`config.mk`:
```
export PLATFORM = sky130hd
export DESIGN_NAME = spi_nor_command_sequencer_core_flat
export DESIGN_NICKNAME = d
export VERILOG_FILES = /design/src/snc_pkg.sv /design/src/snc_if.sv /design/src/snc_front.sv /design/src/snc_back.sv /design/src/spi_nor_command_sequencer_core.sv /design/src/flat_wrapper.sv
export VERILOG_INCLUDE_DIRS = /design/src /design/src/src
export SDC_FILE = /design/constraint.sdc
export NUM_CORES = 1
export LEC_CHECK = 0
export CAP_MARGIN = 20
export CORE_MARGIN = 5
export CORE_UTILIZATION = 40
export DETAILED_ROUTE_END_ITERATION = 16
export DONT_BUFFER_PORTS = 1
export GPL_ROUTABILITY_DRIVEN = 0
export PLACE_DENSITY = 0.54
export SYNTH_ARGS = -nofsm -noshare
export SYNTH_HDL_FRONTEND = slang
export SYNTH_SLANG_ARGS = --single-unit
```
`constraint.sdc`:
```
create_clock -name clk -period 7.5 [get_ports clk]
set_clock_uncertainty 0.1 [all_clocks]
set_input_delay 0.75 -clock clk [delete_from_list [all_inputs] [get_ports clk]]
set_output_delay 0.75 -clock clk [all_outputs]
set_load 0.02 [all_outputs]
```
`src/spi_nor_command_sequencer_core_assert.svh`:
```
// assertion macros for the command sequencer
`ifndef SPI_NOR_COMMAND_SEQUENCER_CORE_ASSERT_SVH
`define SPI_NOR_COMMAND_SEQUENCER_CORE_ASSERT_SVH
`ifndef NO_ASSERTIONS
`define SNC_ASSERT(label, clk, rst_n, prop, msg) \
    label: assert property (@(posedge clk) disable iff (!rst_n) prop) else $error(msg);
`define SNC_ASSERT_NORST(label, clk, prop, msg) \
    label: assert property (@(posedge clk) prop) else $error(msg);
`else
`define SNC_ASSERT(label, clk, rst_n, prop, msg)
`define SNC_ASSERT_NORST(label, clk, prop, msg)
`endif
`endif

```
`src/snc_pkg.sv`:
```
package snc_pkg;
    localparam int SectorBytes = 4096;
    localparam int SectorBits  = $clog2(SectorBytes);
    localparam int IdBytes     = 3;
    localparam int MaxRes      = 12;
    localparam int CntW        = $clog2(MaxRes + 1);
    localparam int QDepth      = 4;
    localparam int QPtrW       = $clog2(QDepth);

    typedef enum logic [1:0] {
        MODE_REQ  = 2'd0,
        MODE_HOST = 2'd1,
        MODE_RX   = 2'd2,
        MODE_NONE = 2'd3
    } mode_t;

    typedef enum logic [2:0] {
        OP_READ   = 3'd0,
        OP_PROG   = 3'd1,
        OP_SECTOR = 3'd2,
        OP_CHIP   = 3'd3,
        OP_ID     = 3'd4
    } op_t;

    typedef enum logic [2:0] {
        ACT_SEL   = 3'd0,
        ACT_SEND  = 3'd1,
        ACT_RECV  = 3'd2,
        ACT_DESEL = 3'd3,
        ACT_HOST  = 3'd4,
        ACT_DONE  = 3'd5
    } act_t;

    typedef enum logic [1:0] {
        PH_IDLE     = 2'd0,
        PH_POLL     = 2'd1,
        PH_DATA_IN  = 2'd2,
        PH_DATA_OUT = 2'd3
    } phase_t;

    localparam logic [7:0] CMD_WREN  = 8'h06;
    localparam logic [7:0] CMD_WRDI  = 8'h04;
    localparam logic [7:0] CMD_RDSR  = 8'h05;
    localparam logic [7:0] CMD_WRSR  = 8'h01;
    localparam logic [7:0] CMD_EWSR  = 8'h50;
    localparam logic [7:0] CMD_READ  = 8'h03;
    localparam logic [7:0] CMD_SE    = 8'h20;
    localparam logic [7:0] CMD_CE    = 8'hC7;
    localparam logic [7:0] CMD_PP    = 8'h02;
    localparam logic [7:0] CMD_RDID  = 8'h9F;
    localparam logic [7:0] BYTE_ZERO = 8'h00;
    localparam logic [15:0] POLL_LIMIT_RESET = 16'd10000;

    typedef struct packed {
        logic [2:0] action;
        logic [7:0] spi_byte;
        logic [7:0] host_byte;
        logic       status;
    } res_t;

    // one classified item: its whole result list
    typedef struct packed {
        logic [CntW-1:0]   count;
        res_t [MaxRes-1:0] res;
    } batch_t;

    function automatic res_t mk(input act_t a, input logic [7:0] sb,
                                input logic [7:0] hb, input logic st);
        res_t r;
        r.action = a;
        r.spi_byte = sb;
        r.host_byte = hb;
        r.status = st;
        return r;
    endfunction
endpackage

```
`src/snc_if.sv`:
```
interface snc_in_if;
    logic        valid;
    logic        ready;
    logic [1:0]  mode;
    logic [2:0]  operation;
    logic [23:0] address;
    logic [23:0] length;
    logic [7:0]  data_byte;
    modport source (output valid, mode, operation, address, length, data_byte, input ready);
    modport sink (input valid, mode, operation, address, length, data_byte, output ready);
endinterface

interface snc_out_if;
    logic       valid;
    logic       ready;
    logic [2:0] action;
    logic [7:0] spi_byte;
    logic [7:0] host_byte;
    logic       status;
    logic       last;
    modport source (output valid, action, spi_byte, host_byte, status, last, input ready);
    modport sink (input valid, action, spi_byte, host_byte, status, last, output ready);
endinterface

```
`src/snc_front.sv`:
```
module snc_front (
    input  logic          clk,
    input  logic          rst_n,
    input  logic          cfg_we,
    input  logic [15:0]   cfg_wdata,
    snc_in_if.sink        in_ch,
    input  logic          q_full,
    output logic          q_push,
    output snc_pkg::batch_t q_data
);
    import snc_pkg::*;

    phase_t      phase_reg, phase_next;
    logic [2:0]  op_reg, op_next;
    logic [23:0] addr_reg, addr_next;
    logic [23:0] left_reg, left_next;
    logic [15:0] poll_reg, poll_next;
    logic [3:0]  step_reg, step_next;
    logic [15:0] limit_reg;
    logic        accept;
    batch_t      b;
    logic [23:0] left_dec;

    assign in_ch.ready = !q_full;
    assign accept = in_ch.valid && in_ch.ready;
    assign left_dec = (left_reg != 24'd0) ? left_reg - 24'd1 : left_reg;

    always_comb
    begin
        int n;
        n = 0;
        b = '0;
        phase_next = phase_reg;
        op_next = op_reg;
        addr_next = addr_reg;
        left_next = left_reg;
        poll_next = poll_reg;
        step_next = step_reg;
        case (in_ch.mode)
            MODE_REQ:
            begin
                if (phase_reg == PH_IDLE && in_ch.operation <= OP_ID)
                begin
                    op_next = in_ch.operation;
                    addr_next = in_ch.address;
                    left_next = in_ch.length;
                    if ((in_ch.operation == OP_READ || in_ch.operation == OP_PROG)
                        && in_ch.length == 24'd0)
                    begin
                        b.res[0] = mk(ACT_DONE, 8'd0, 8'd0, 1'b0); n = 1;
                    end
                    else if (in_ch.operation == OP_ID)
                    begin
                        left_next = 24'(IdBytes);
                        b.res[0] = mk(ACT_SEL, 8'd0, 8'd0, 1'b0);
                        b.res[1] = mk(ACT_SEND, CMD_RDID, 8'd0, 1'b0);
                        b.res[2] = mk(ACT_RECV, 8'd0, 8'd0, 1'b0);
                        n = 3;
                        phase_next = PH_DATA_IN;
                    end
                    else
                    begin
                        if (in_ch.operation == OP_SECTOR)
                            addr_next = {in_ch.address[23:SectorBits], SectorBits'(0)};
                        step_next = 4'd0;
                        poll_next = 16'd0;
                        b.res[0] = mk(ACT_SEL, 8'd0, 8'd0, 1'b0);
                        b.res[1] = mk(ACT_SEND, CMD_RDSR, 8'd0, 1'b0);
                        b.res[2] = mk(ACT_RECV, 8'd0, 8'd0, 1'b0);
                        n = 3;
                        phase_next = PH_POLL;
                    end
                end
            end
            MODE_HOST:
            begin
                if (phase_reg == PH_DATA_OUT)
                begin
                    b.res[0] = mk(ACT_SEND, in_ch.data_byte, 8'd0, 1'b0); n = 1;
                    left_next = left_dec;
                    if (left_dec == 24'd0)
                    begin
                        b.res[1] = mk(ACT_DESEL, 8'd0, 8'd0, 1'b0);
                        b.res[2] = mk(ACT_SEL, 8'd0, 8'd0, 1'b0);
                        b.res[3] = mk(ACT_SEND, CMD_RDSR, 8'd0, 1'b0);
                        b.res[4] = mk(ACT_RECV, 8'd0, 8'd0, 1'b0);
                        n = 5;
                        step_next = 4'd4;
                        poll_next = 16'd0;
                        phase_next = PH_POLL;
                    end
                end
            end
            MODE_RX:
            begin
                if (phase_reg == PH_DATA_IN)
                begin
                    b.res[0] = mk(ACT_HOST, 8'd0, in_ch.data_byte, 1'b0);
                    left_next = left_dec;
                    if (left_dec != 24'd0)
                    begin
                        b.res[1] = mk(ACT_RECV, 8'd0, 8'd0, 1'b0); n = 2;
                    end
                    else
                    begin
                        b.res[1] = mk(ACT_DESEL, 8'd0, 8'd0, 1'b0);
                        b.res[2] = mk(ACT_DONE, 8'd0, 8'd0, 1'b0);
                        n = 3;
                        phase_next = PH_IDLE;
                    end
                end
                else if (phase_reg == PH_POLL)
                begin
                    b.res[0] = mk(ACT_DESEL, 8'd0, 8'd0, 1'b0);
                    n = 1;
                    if (!in_ch.data_byte[0])
                    begin
                        // flash ready: next step of the operation
                        if (op_reg == OP_READ)
                        begin
                            b.res[1] = mk(ACT_SEL, 8'd0, 8'd0, 1'b0);
                            b.res[2] = mk(ACT_SEND, CMD_READ, 8'd0, 1'b0);
                            b.res[3] = mk(ACT_SEND, addr_reg[23:16], 8'd0, 1'b0);
                            b.res[4] = mk(ACT_SEND, addr_reg[15:8], 8'd0, 1'b0);
                            b.res[5] = mk(ACT_SEND, addr_reg[7:0], 8'd0, 1'b0);
                            b.res[6] = mk(ACT_RECV, 8'd0, 8'd0, 1'b0);
                            n = 7;
                            phase_next = PH_DATA_IN;
                        end
                        else if ((op_reg == OP_SECTOR || op_reg == OP_CHIP
                                  || op_reg == OP_PROG) && step_reg == 4'd1
                                 && op_reg != OP_PROG)
                        begin
                            b.res[1] = mk(ACT_SEL, 8'd0, 8'd0, 1'b0);
                            if (op_reg == OP_SECTOR)
                            begin
                                b.res[2] = mk(ACT_SEND, CMD_SE, 8'd0, 1'b0);
                                b.res[3] = mk(ACT_SEND, addr_reg[23:16], 8'd0, 1'b0);
                                b.res[4] = mk(ACT_SEND, addr_reg[15:8], 8'd0, 1'b0);
                                b.res[5] = mk(ACT_SEND, addr_reg[7:0], 8'd0, 1'b0);
                                n = 6;
                            end
                            else
                            begin
                                b.res[2] = mk(ACT_SEND, CMD_CE, 8'd0, 1'b0);
                                n = 3;
                            end
                            b.res[n]   = mk(ACT_DESEL, 8'd0, 8'd0, 1'b0);
                            b.res[n+1] = mk(ACT_SEL, 8'd0, 8'd0, 1'b0);
                            b.res[n+2] = mk(ACT_SEND, CMD_RDSR, 8'd0, 1'b0);
                            b.res[n+3] = mk(ACT_RECV, 8'd0, 8'd0, 1'b0);
                            n = n + 4;
                            step_next = 4'd2;
                            poll_next = 16'd0;
                        end
                        else if (op_reg == OP_PROG && step_reg == 4'd1)
                        begin
                            b.res[1] = mk(ACT_SEL, 8'd0, 8'd0, 1'b0);
                            b.res[2] = mk(ACT_SEND, CMD_WRSR, 8'd0, 1'b0);
                            b.res[3] = mk(ACT_SEND, BYTE_ZERO, 8'd0, 1'b0);
                            b.res[4] = mk(ACT_DESEL, 8'd0, 8'd0, 1'b0);
                            b.res[5] = mk(ACT_SEL, 8'd0, 8'd0, 1'b0);
                            b.res[6] = mk(ACT_SEND, CMD_RDSR, 8'd0, 1'b0);
                            b.res[7] = mk(ACT_RECV, 8'd0, 8'd0, 1'b0);
                            n = 8;
                            step_next = 4'd2;
                            poll_next = 16'd0;
                        end
                        else if (step_reg == 4'd0
                                 || (op_reg == OP_PROG && (step_reg == 4'd2
                                     || step_reg == 4'd4)))
                        begin
                            b.res[1] = mk(ACT_SEL, 8'd0, 8'd0, 1'b0);
                            if (op_reg == OP_PROG && step_reg == 4'd0)
                                b.res[2] = mk(ACT_SEND, CMD_EWSR, 8'd0, 1'b0);
                            else if (op_reg == OP_PROG && step_reg == 4'd4)
                                b.res[2] = mk(ACT_SEND, CMD_WRDI, 8'd0, 1'b0);
                            else
                                b.res[2] = mk(ACT_SEND, CMD_WREN, 8'd0, 1'b0);
                            b.res[3] = mk(ACT_DESEL, 8'd0, 8'd0, 1'b0);
                            b.res[4] = mk(ACT_SEL, 8'd0, 8'd0, 1'b0);
                            b.res[5] = mk(ACT_SEND, CMD_RDSR, 8'd0, 1'b0);
                            b.res[6] = mk(ACT_RECV, 8'd0, 8'd0, 1'b0);
                            n = 7;
                            step_next = step_reg + 4'd1;
                            poll_next = 16'd0;
                        end
                        else if (op_reg == OP_PROG && step_reg == 4'd3)
                        begin
                            b.res[1] = mk(ACT_SEL, 8'd0, 8'd0, 1'b0);
                            b.res[2] = mk(ACT_SEND, CMD_PP, 8'd0, 1'b0);
                            b.res[3] = mk(ACT_SEND, addr_reg[23:16], 8'd0, 1'b0);
                            b.res[4] = mk(ACT_SEND, addr_reg[15:8], 8'd0, 1'b0);
                            b.res[5] = mk(ACT_SEND, addr_reg[7:0], 8'd0, 1'b0);
                            n = 6;
                            phase_next = PH_DATA_OUT;
                        end
                        else
                        begin
                            b.res[1] = mk(ACT_DONE, 8'd0, 8'd0, 1'b0);
                            n = 2;
                            phase_next = PH_IDLE;
                        end
                    end
                    else if (poll_reg > limit_reg)
                    begin
                        b.res[1] = mk(ACT_DONE, 8'd0, 8'd0, 1'b1);
                        n = 2;
                        phase_next = PH_IDLE;
                    end
                    else
                    begin
                        if (poll_reg != 16'hFFFF)
                            poll_next = poll_reg + 16'd1;
                        b.res[1] = mk(ACT_SEL, 8'd0, 8'd0, 1'b0);
                        b.res[2] = mk(ACT_SEND, CMD_RDSR, 8'd0, 1'b0);
                        b.res[3] = mk(ACT_RECV, 8'd0, 8'd0, 1'b0);
                        n = 4;
                    end
                end
            end
            default: ;
        endcase
        b.count = CntW'(n);
    end

    assign q_push = accept && (b.count != '0);
    assign q_data = b;

    always_ff @(posedge clk or negedge rst_n)
    begin
        if (!rst_n)
        begin
            phase_reg <= PH_IDLE;
            op_reg <= 3'd0;
            addr_reg <= 24'd0;
            left_reg <= 24'd0;
            poll_reg <= 16'd0;
            step_reg <= 4'd0;
            limit_reg <= POLL_LIMIT_RESET;
        end
        else
        begin
            if (cfg_we)
                limit_reg <= cfg_wdata;
            if (accept)
            begin
                phase_reg <= phase_next;
                op_reg <= op_next;
                addr_reg <= addr_next;
                left_reg <= left_next;
                poll_reg <= poll_next;
                step_reg <= step_next;
            end
        end
    end
endmodule

```
`src/snc_back.sv`:
```
`include "spi_nor_command_sequencer_core_assert.svh"
module snc_back (
    input  logic            clk,
    input  logic            rst_n,
    input  logic            q_push,
    input  snc_pkg::batch_t q_data,
    output logic            q_full,
    snc_out_if.source       out_ch
);
    import snc_pkg::*;

    batch_t           mem [QDepth];
    logic [QPtrW-1:0] wr_reg, rd_reg;
    logic [QPtrW:0]   cnt_reg;
    logic [CntW-1:0]  idx_reg;
    batch_t           head;
    res_t             cur;
    logic             pop, fire;

    assign q_full = (cnt_reg == (QPtrW+1)'(QDepth));
    assign head = mem[rd_reg];
    assign cur = head.res[idx_reg];
    assign out_ch.valid = (cnt_reg != '0);
    assign out_ch.action = cur.action;
    assign out_ch.spi_byte = cur.spi_byte;
    assign out_ch.host_byte = cur.host_byte;
    assign out_ch.status = cur.status;
    assign out_ch.last = (idx_reg == head.count - CntW'(1));
    assign fire = out_ch.valid && out_ch.ready;
    assign pop = fire && out_ch.last;

    always_ff @(posedge clk)
    begin
        if (q_push)
            mem[wr_reg] <= q_data;
    end

    always_ff @(posedge clk or negedge rst_n)
    begin
        if (!rst_n)
        begin
            wr_reg <= '0;
            rd_reg <= '0;
            cnt_reg <= '0;
            idx_reg <= '0;
        end
        else
        begin
            if (q_push)
                wr_reg <= wr_reg + QPtrW'(1);
            if (pop)
            begin
                rd_reg <= rd_reg + QPtrW'(1);
                idx_reg <= '0;
            end
            else if (fire)
                idx_reg <= idx_reg + CntW'(1);
            cnt_reg <= cnt_reg + (QPtrW+1)'(q_push) - (QPtrW+1)'(pop);
        end
    end

    `SNC_ASSERT(a_no_overflow, clk, rst_n, q_full |-> !q_push, "queue overflow")
    `SNC_ASSERT(a_idx_range, clk, rst_n, out_ch.valid |-> idx_reg < head.count,
        "result index past batch")
    `SNC_ASSERT(a_idx_idle, clk, rst_n, !out_ch.valid |-> idx_reg == '0, "stale index")
endmodule

```
`src/spi_nor_command_sequencer_core.sv`:
```
// SPI NOR command sequencer: requests, host write bytes and flash receive bytes enter on
// in_ch, one per cycle while ready; each expands into up to 10 SPI actions on out_ch, one per
// cycle while out_ch is ready. A front stage decodes an item combinationally and pushes its
// action list into a 4-deep queue, and ready drops only when the queue is full; the back stage
// plays the lists out in order, an item's first action once the items ahead are played out.
// Write poll_limit only while idle.
module spi_nor_command_sequencer_core (
    input  logic        clk,
    input  logic        rst_n,
    input  logic        cfg_we,
    input  logic [15:0] cfg_wdata,
    snc_in_if.sink      in_ch,
    snc_out_if.source   out_ch
);
    import snc_pkg::*;

    logic   q_push, q_full;
    batch_t q_data;

    snc_front u_front (
        .clk(clk), .rst_n(rst_n), .cfg_we(cfg_we), .cfg_wdata(cfg_wdata),
        .in_ch(in_ch), .q_full(q_full), .q_push(q_push), .q_data(q_data)
    );

    snc_back u_back (
        .clk(clk), .rst_n(rst_n), .q_push(q_push), .q_data(q_data),
        .q_full(q_full), .out_ch(out_ch)
    );
endmodule

```
`src/flat_wrapper.sv`:
```
// flat-port wrapper written by rule: the top's interface ports become plain ports
module spi_nor_command_sequencer_core_flat import snc_pkg::*;
  (clk, rst_n, cfg_we, cfg_wdata, in_ch_valid, in_ch_mode, in_ch_operation, in_ch_address, in_ch_length, in_ch_data_byte, in_ch_ready, out_ch_valid, out_ch_action, out_ch_spi_byte, out_ch_host_byte, out_ch_status, out_ch_last, out_ch_ready);
  snc_in_if in_ch_i ();
  snc_out_if out_ch_i ();
  input  logic clk;
  input  logic rst_n;
  input  logic cfg_we;
  input  logic [15:0] cfg_wdata;
  input wire logic [$bits(in_ch_i.valid)-1:0] in_ch_valid;
  input wire logic [$bits(in_ch_i.mode)-1:0] in_ch_mode;
  input wire logic [$bits(in_ch_i.operation)-1:0] in_ch_operation;
  input wire logic [$bits(in_ch_i.address)-1:0] in_ch_address;
  input wire logic [$bits(in_ch_i.length)-1:0] in_ch_length;
  input wire logic [$bits(in_ch_i.data_byte)-1:0] in_ch_data_byte;
  output wire logic [$bits(in_ch_i.ready)-1:0] in_ch_ready;
  output wire logic [$bits(out_ch_i.valid)-1:0] out_ch_valid;
  output wire logic [$bits(out_ch_i.action)-1:0] out_ch_action;
  output wire logic [$bits(out_ch_i.spi_byte)-1:0] out_ch_spi_byte;
  output wire logic [$bits(out_ch_i.host_byte)-1:0] out_ch_host_byte;
  output wire logic [$bits(out_ch_i.status)-1:0] out_ch_status;
  output wire logic [$bits(out_ch_i.last)-1:0] out_ch_last;
  input wire logic [$bits(out_ch_i.ready)-1:0] out_ch_ready;
  assign in_ch_i.valid = in_ch_valid;
  assign in_ch_i.mode = in_ch_mode;
  assign in_ch_i.operation = in_ch_operation;
  assign in_ch_i.address = in_ch_address;
  assign in_ch_i.length = in_ch_length;
  assign in_ch_i.data_byte = in_ch_data_byte;
  assign in_ch_ready = in_ch_i.ready;
  assign out_ch_valid = out_ch_i.valid;
  assign out_ch_action = out_ch_i.action;
  assign out_ch_spi_byte = out_ch_i.spi_byte;
  assign out_ch_host_byte = out_ch_i.host_byte;
  assign out_ch_status = out_ch_i.status;
  assign out_ch_last = out_ch_i.last;
  assign out_ch_i.ready = out_ch_ready;
  spi_nor_command_sequencer_core u_core (.clk(clk), .rst_n(rst_n), .cfg_we(cfg_we), .cfg_wdata(cfg_wdata), .in_ch(in_ch_i), .out_ch(out_ch_i));
endmodule
```
==> metrics.md, run 1 <==
| Metric | Value |
|---|---|
| Largest register FFs | 284 |
| CTS buffer count | 43 |
| H-tree levels | 2 |
| Final Hold Fails | 0 |
| Avg WL per Cell | 22.2 um |
| First DRT Iteration DRCs | 758 |
| Syn avg cell area | 13.4 um2 |
| First-pass GRT wire length | 66.9 mm |
| Post-synth ARST share | 0.260 |
| Chip height | 222 um |
| I/O pin count | 105 |
| Final period utilization | 0.656 |
| Number of remaining DRC errors | 0 |
| Dpl hpwl | 29.4 mm |
| Seq/Total Area, Yosys | 0.614 |
| Hold Path Class | in2async |
| Synth warnings | 0 |
| Clk slew on worst S/H paths | 0.06 ns |
| Pre-Repair DR Iteration Count | 6 |
| Worst Path Required | 7.63 ns |
| CTS tree | done |
| Max Root-Sink Buffers | 3 |
| Skew-Pair Late Insertion Delay | 0.57 ns |
| Post-CTS setup buffers | 0 |
| Max cap viols | 0 |
| Setup TNS | 0 ns |
| Final setup viols | 0 |
| Post-synth EDFFs | 284 |
| Final-report max-slew violation count | 0 |
| Layout Utilization | 0.454 |
| FF+latch count, synth | 384 |
| Proportion of layout cells with a drive suffix above 1 | 0.147 |
| Core area | 44300 um2 |
| Final net count | 1457 |
| DRT Wirelength | 43.4 mm |
| Number of global-route vias before repair | 10900 |
| GRT Total Usage | 0.173 |
| IO Port Bufs | 0 |
| Commonest non-fill, non-tap cells in the layout | edfxtp_1, nand2_1, dfrtp_1, nor2_1, mux4_2 |
| Initial Util | 0.406 |
| GR Overflow Total | 0 |
| Pleak | 7.24 nW |
| Critical path arrival | 5.05 ns |
| P&R area growth vs syn | 12.0% |
| Worst VDD drop | 181 uV |
| Final min period | 4.92 ns |
| Most common cell after layout, fill and taps aside | edfxtp_1 |
| Resized cells post-CTS | 0 |
| Primary FF master, synth | edfxtp_1 |
| Clock root cell | clkbuf_16 |
| Synth cell types | 80 |
| Pwr dens | 344 nW/um2 |
| Sink Count | 384 |
| Syn Inst Count | 1342 |
| Die Area | 49300 um2 |
| Outcome | finished, final reports clean |
| Critical path type | reg2reg |
| Die width | 222 um |
| Initial antenna violation count | 2 |
| Fmax | 0.203 GHz |
| Largest net degree at the start of global routing | 101 |
| Slew @ Worst Pin | 0.954 ns |
| Post-route ant nets | 0 |
| Startpoint Class | flop |
| Via/cell ratio | 5.60 |
| RSZ-0062 raised after global routing | no |
| Total power draw | 6.93 mW |
| Synthesized cell area | 18000 um2 |
| Num rows | 77 |
| Synthesized net count | 1465 |
| Crit-path max FO | 45 |
| Slew margin rel. | 0.359 |
| Vias | 11000 |
| Crit path capture type | flop |
## per-stage QoR
step	hold slack (ns)	instances	worst slack (ns)	instance area, um2
after floorplan	0.337	1342	0.910	18000
after global placement	0.355	1879	2.62	18600
after detailed placement	0.358	1879	2.54	18600
after CTS	0.0175	1955	2.54	20100
after global routing	0.0379	1956	2.26	20100
final	0.0269	1958	2.58	20100
## path summary, 6_finish.rpt
path | startpoint | slack [ns] | cells after the start | to
worst max-delay path | u_core.u_front.left_reg[0]$_DFFE_PN0P_ | 2.58 | 12 | u_core.u_back.mem[3][116]$_DFFE_PP_
worst min-delay path | rst_n | 0.03 | 1 | u_core.u_front.poll_reg[11]$_DFFE_PN0P_
worst max register to register | u_core.u_front.left_reg[0]$_DFFE_PN0P_ | 2.58 | 12 | u_core.u_back.mem[3][116]$_DFFE_PP_
worst min register to register | u_core.u_front.addr_reg[15]$_DFFE_PN0P_ | 0.37 | 2 | u_core.u_front.addr_reg[15]$_DFFE_PN0P_
max in group asynchronous | rst_n | 6.81 | 1 | u_core.u_back.rd_reg[0]$_DFFE_PN0P_
min in group clk | cfg_we | 0.15 | 1 | u_core.u_front.limit_reg[10]$_DFFE_PN1P_
## critical path, cell delays in order, from the launching register on
cell and delay [ns]:
dfrtp_1 0.44, inv_1 0.11, ha_1 0.22, or3b_2 0.52, or4_1 0.64, o41ai_4 0.32, o221ai_2 0.17, nor3_4 0.25
and4_4 0.26, a21o_1 0.22, o31ai_4 0.19, nor2_4 0.74, buf_12 0.37
## cells in the mapped netlist (14+ instances only)
cell        n  area (um2)
ha_1       40         500
inv_1      51         191
nor2b_1    19         119
nand3_1    24         120
edfxtp_1  284        8530
nand2_1   139         522
clkbuf_1   53         199
mux4_2     71        1600
and2_1     44         275
nor4_1     14        87.6
mux2i_1    24         240
o21ai_0    53         265
and3_1     17         106
nor2_1     77         289
a21oi_1    44         220
dfrtp_1    95        2380
nor3_1     36         180
a31oi_1    23         144
## logic make-up (layout without fill, tap and decap cells)
family | Yosys count | after routing | synth area share
adder cells (fa/ha/maj) | 41 | 41 | 0.0289
AO/OA/AOI/OAI | 243 | 243 | 0.0947
buffers and inverters | 126 | 148 | 0.0279
other | 0 | 2 | 0
flip-flops | 384 | 384 | 0.614
AND/OR/NAND/NOR | 434 | 434 | 0.122
XOR/XNOR | 11 | 11 | 0.00536
multiplexers | 103 | 103 | 0.107
## area by class of cell
class | instances | area [um2]
Antenna cell | 2 | 5.00
Clock buffer | 54 | 1150
Clock inverter | 21 | 329
Fill cell | 3991 | 24200
Inverter | 52 | 195
Multi-Input combinational cell | 832 | 6470
Sequential cell | 384 | 11000
Tap cell | 592 | 741
Timing Repair Buffer | 21 | 200
## repair_timing
item | in CTS | in global routing
hold endpoints to repair | 100 | 0
hold buffers | 1 | 0
endpoints found under the setup margin | 0 | 0
## power breakdown
group          leakage [nW]  switching (mW)  internal [mW]
sequential             3.89           0.327           2.60
clock                 0.715           0.856           1.33
combinational          2.63            1.02          0.795
## routing by layer
| metal | track usage | routed length [um] | share of wire |
|---|---|---|---|
| met2 | 0.276 | 20700 | 0.48 |
| met1 | 0.243 | 19700 | 0.45 |
| met4 | 0.0410 | 844 | 0.019 |
| met5 | 0 | 0 | 0 |
| met3 | 0.0399 | 2170 | 0.050 |
No activity file was read; power rests on OpenSTA's default activity.
==> inputs of run 2 (changes only) <==
==> constraint.sdc (replaced) <==
create_clock -name clk -period 4.9 [get_ports clk]
set_clock_uncertainty 0.1 [all_clocks]
set_input_delay 0.49 -clock clk [delete_from_list [all_inputs] [get_ports clk]]
set_output_delay 0.49 -clock clk [all_outputs]
set_load 0.02 [all_outputs]
==> metrics.md, run 2 (synthesized netlist as in run 1, its figures left out) <==
| Metric | Value |
|---|---|
| CP max stage delay | 0.65 ns |
| Core area | 44300 um2 |
| Most common cell after layout, fill and taps aside | edfxtp_1 |
| Number of remaining DRC errors | 0 |
| Critical path type | reg2reg |
| Max Root-Sink Buffers | 3 |
| Skew-Pair Late Insertion Delay | 0.56 ns |
| H-tree levels | 2 |
| GRT Total Usage | 0.175 |
| Worst path top cell family by delay | simple AND/OR/NAND/NOR gates |
| Fmax | 0.221 GHz |
| Startpoint Class | flop |
| Commonest non-fill, non-tap cells in the layout | edfxtp_1, nand2_1, dfrtp_1, nor2_1, mux4_2 |
| I/O pin count | 105 |
| Worst R2R End | u_core.u_back.mem[0][56]$_DFFE_PP_ |
| Worst VDD drop | 218 uV |
| Pre-Repair DR Iteration Count | 5 |
| Chip height | 222 um |
| Pwr dens | 503 nW/um2 |
| Final net count | 1523 |
| Proportion of layout cells with a drive suffix above 1 | 0.140 |
| Pleak | 7.46 nW |
| Dpl hpwl | 28.9 mm |
| Crit-path cells | inv_1, ha_1, or3b_2, or4_1, o41ai_4, o221ai_2, nor3_4, and4_4, a21o_1, o31ai_4, buf_4, nor2_4, buf_12 |
| Total power draw | 10.4 mW |
| Clock root cell | clkbuf_16 |
| Sink Count | 384 |
| Initial antenna violation count | 2 |
| Slew @ Worst Pin | 1.10 ns |
| Final period utilization | 0.924 |
| Register-to-Register Path Depth | 13 |
| Largest register FFs | 284 |
| Avg WL per Cell | 21.7 um |
| Worst hold slack | 0.0570 ns |
| Placed cells | 1884 |
| Post-route ant nets | 0 |
| Crit path buf inv count | 3 |
| Final-report max-slew violation count | 0 |
| Initial Util | 0.406 |
| GR Overflow Total | 0 |
| Final min period | 4.53 ns |
| Register area | 11000 um2 |
| Worst path slowest cell | or4_1 |
| IO Port Bufs | 0 |
| Final Hold Fails | 0 |
| Worst hold start | in_ch_length[3] |
| First DRT Iteration DRCs | 813 |
| Die width | 222 um |
| Die Area | 49300 um2 |
| Crit-path max FO | 71 |
| Largest net degree at the start of global routing | 101 |
| CTS tree | done |
| Hold Path Class | in2reg |
| Setup TNS | 0 ns |
| Hold Path Cell Cnt | 2 |
| First-pass GRT wire length | 67.7 mm |
| Crit path capture type | flop |
| P&R area growth vs syn | 14.9% |
| WHS Endpoint | u_core.u_front.left_reg[3]$_DFFE_PN0P_ |
| Critical path arrival | 4.61 ns |
| Clk slew on worst S/H paths | 0.06 ns |
| CTS buffer count | 43 |
| R2R Path Start | u_core.u_front.left_reg[0]$_DFFE_PN0P_ |
| Via/cell ratio | 5.55 |
| Worst Path Required | 4.99 ns |
| DRT Wirelength | 44.0 mm |
| Slew margin rel. | 0.263 |
| Num rows | 77 |
| Vias | 11200 |
| R2R setup slack | 0.37 ns |
| Outcome | finished, final reports clean |
| Number of global-route vias before repair | 11500 |
| Max cap viols | 0 |
| Final Non-Filler Cells | 2026 |
| Multi-input gate area in the final layout | 6480 um2 |
| Fill cells | 3990 |
| RSZ-0062 raised after global routing | no |
| Final setup viols | 0 |
[run 2: changes by cell type in the layout (fill, tap and decap cells not counted), moves of 2 or more]
cell / change
buf_12: +2
buf_4: +2
bufinv_16: -5
clkbuf_1: +3
clkinv_1: +5
clkinv_2: +3
dlygate4sd3_1: +61
[run 2: final cells by class]
class	instances	area share
flip-flops and latches	384	0.534
multi-input cells	832	0.313
clock buffers	56	0.0554
repair buffers	87	0.0428
well taps	592	0.0358
inverters	52	0.00944
clock inverters	22	0.00872
diodes	1	0.000121
[run 2: power by group]
part | internal, mW | switching [mW] | total [mW]
Sequential | 3.98 | 0.414 | 4.40
Clock | 1.76 | 1.28 | 3.04
Combinational | 1.28 | 1.67 | 2.95
[run 2: worst max path at each step]
stage,from,endpoint,depth (start not counted)
after global routing,u_core.u_back.rd_reg[0]$_DFFE_PN0P_,out_ch_action[0],7
after CTS,u_core.u_back.rd_reg[0]$_DFFE_PN0P_,out_ch_action[0],7
final,u_core.u_front.left_reg[0]$_DFFE_PN0P_,u_core.u_back.mem[0][56]$_DFFE_PP_,13
after floorplan,u_core.u_front.left_reg[0]$_DFFE_PN0P_,u_core.u_back.mem[0][109]$_DFFE_PP_,13
after global placement,u_core.u_front.left_reg[0]$_DFFE_PN0P_,u_core.u_back.mem[1][96]$_DFFE_PP_,13
after detailed placement,u_core.u_front.left_reg[0]$_DFFE_PN0P_,u_core.u_back.mem[1][96]$_DFFE_PP_,13
[run 2: timing repair]
action / CTS / global route
gates resized for setup: 0 / 1
setup buffers: 0 / 0
hold buffers: 62 / 0
hold endpoints to repair: 159 / 0
setup endpoints to repair: 0 / 1
[run 2: routing by layer]
layer	vias up	GRT usage	wire [um]
li1	5234	-	-
met1	5694	0.232	19000
met2	260	0.295	21700
met3	57	0.0393	2330
met4	2	0.0420	881
met5	-	0	7
[run 2: worst reg2reg max path, stage by stage (launching register included)]
cell and delay [ns]:
dfrtp_1 0.46, inv_1 0.12, ha_1 0.22, or3b_2 0.51, or4_1 0.65, o41ai_4 0.32
o221ai_2 0.18, nor3_4 0.24, and4_4 0.26, a21o_1 0.24, o31ai_4 0.11, buf_4 0.20
nor2_4 0.11, buf_12 0.36
[run 2: per-stage QoR]
step	area [um2]	utilization	setup WS, ns
2_1_floorplan	18000	-	-0.509
3_5_place_dp	18700	0.422	0.414
3_3_place_gp	18700	0.422	0.529
6_report	20700	0.466	0.373
5_1_grt	20700	0.466	0.119
4_1_cts	20700	0.466	0.134
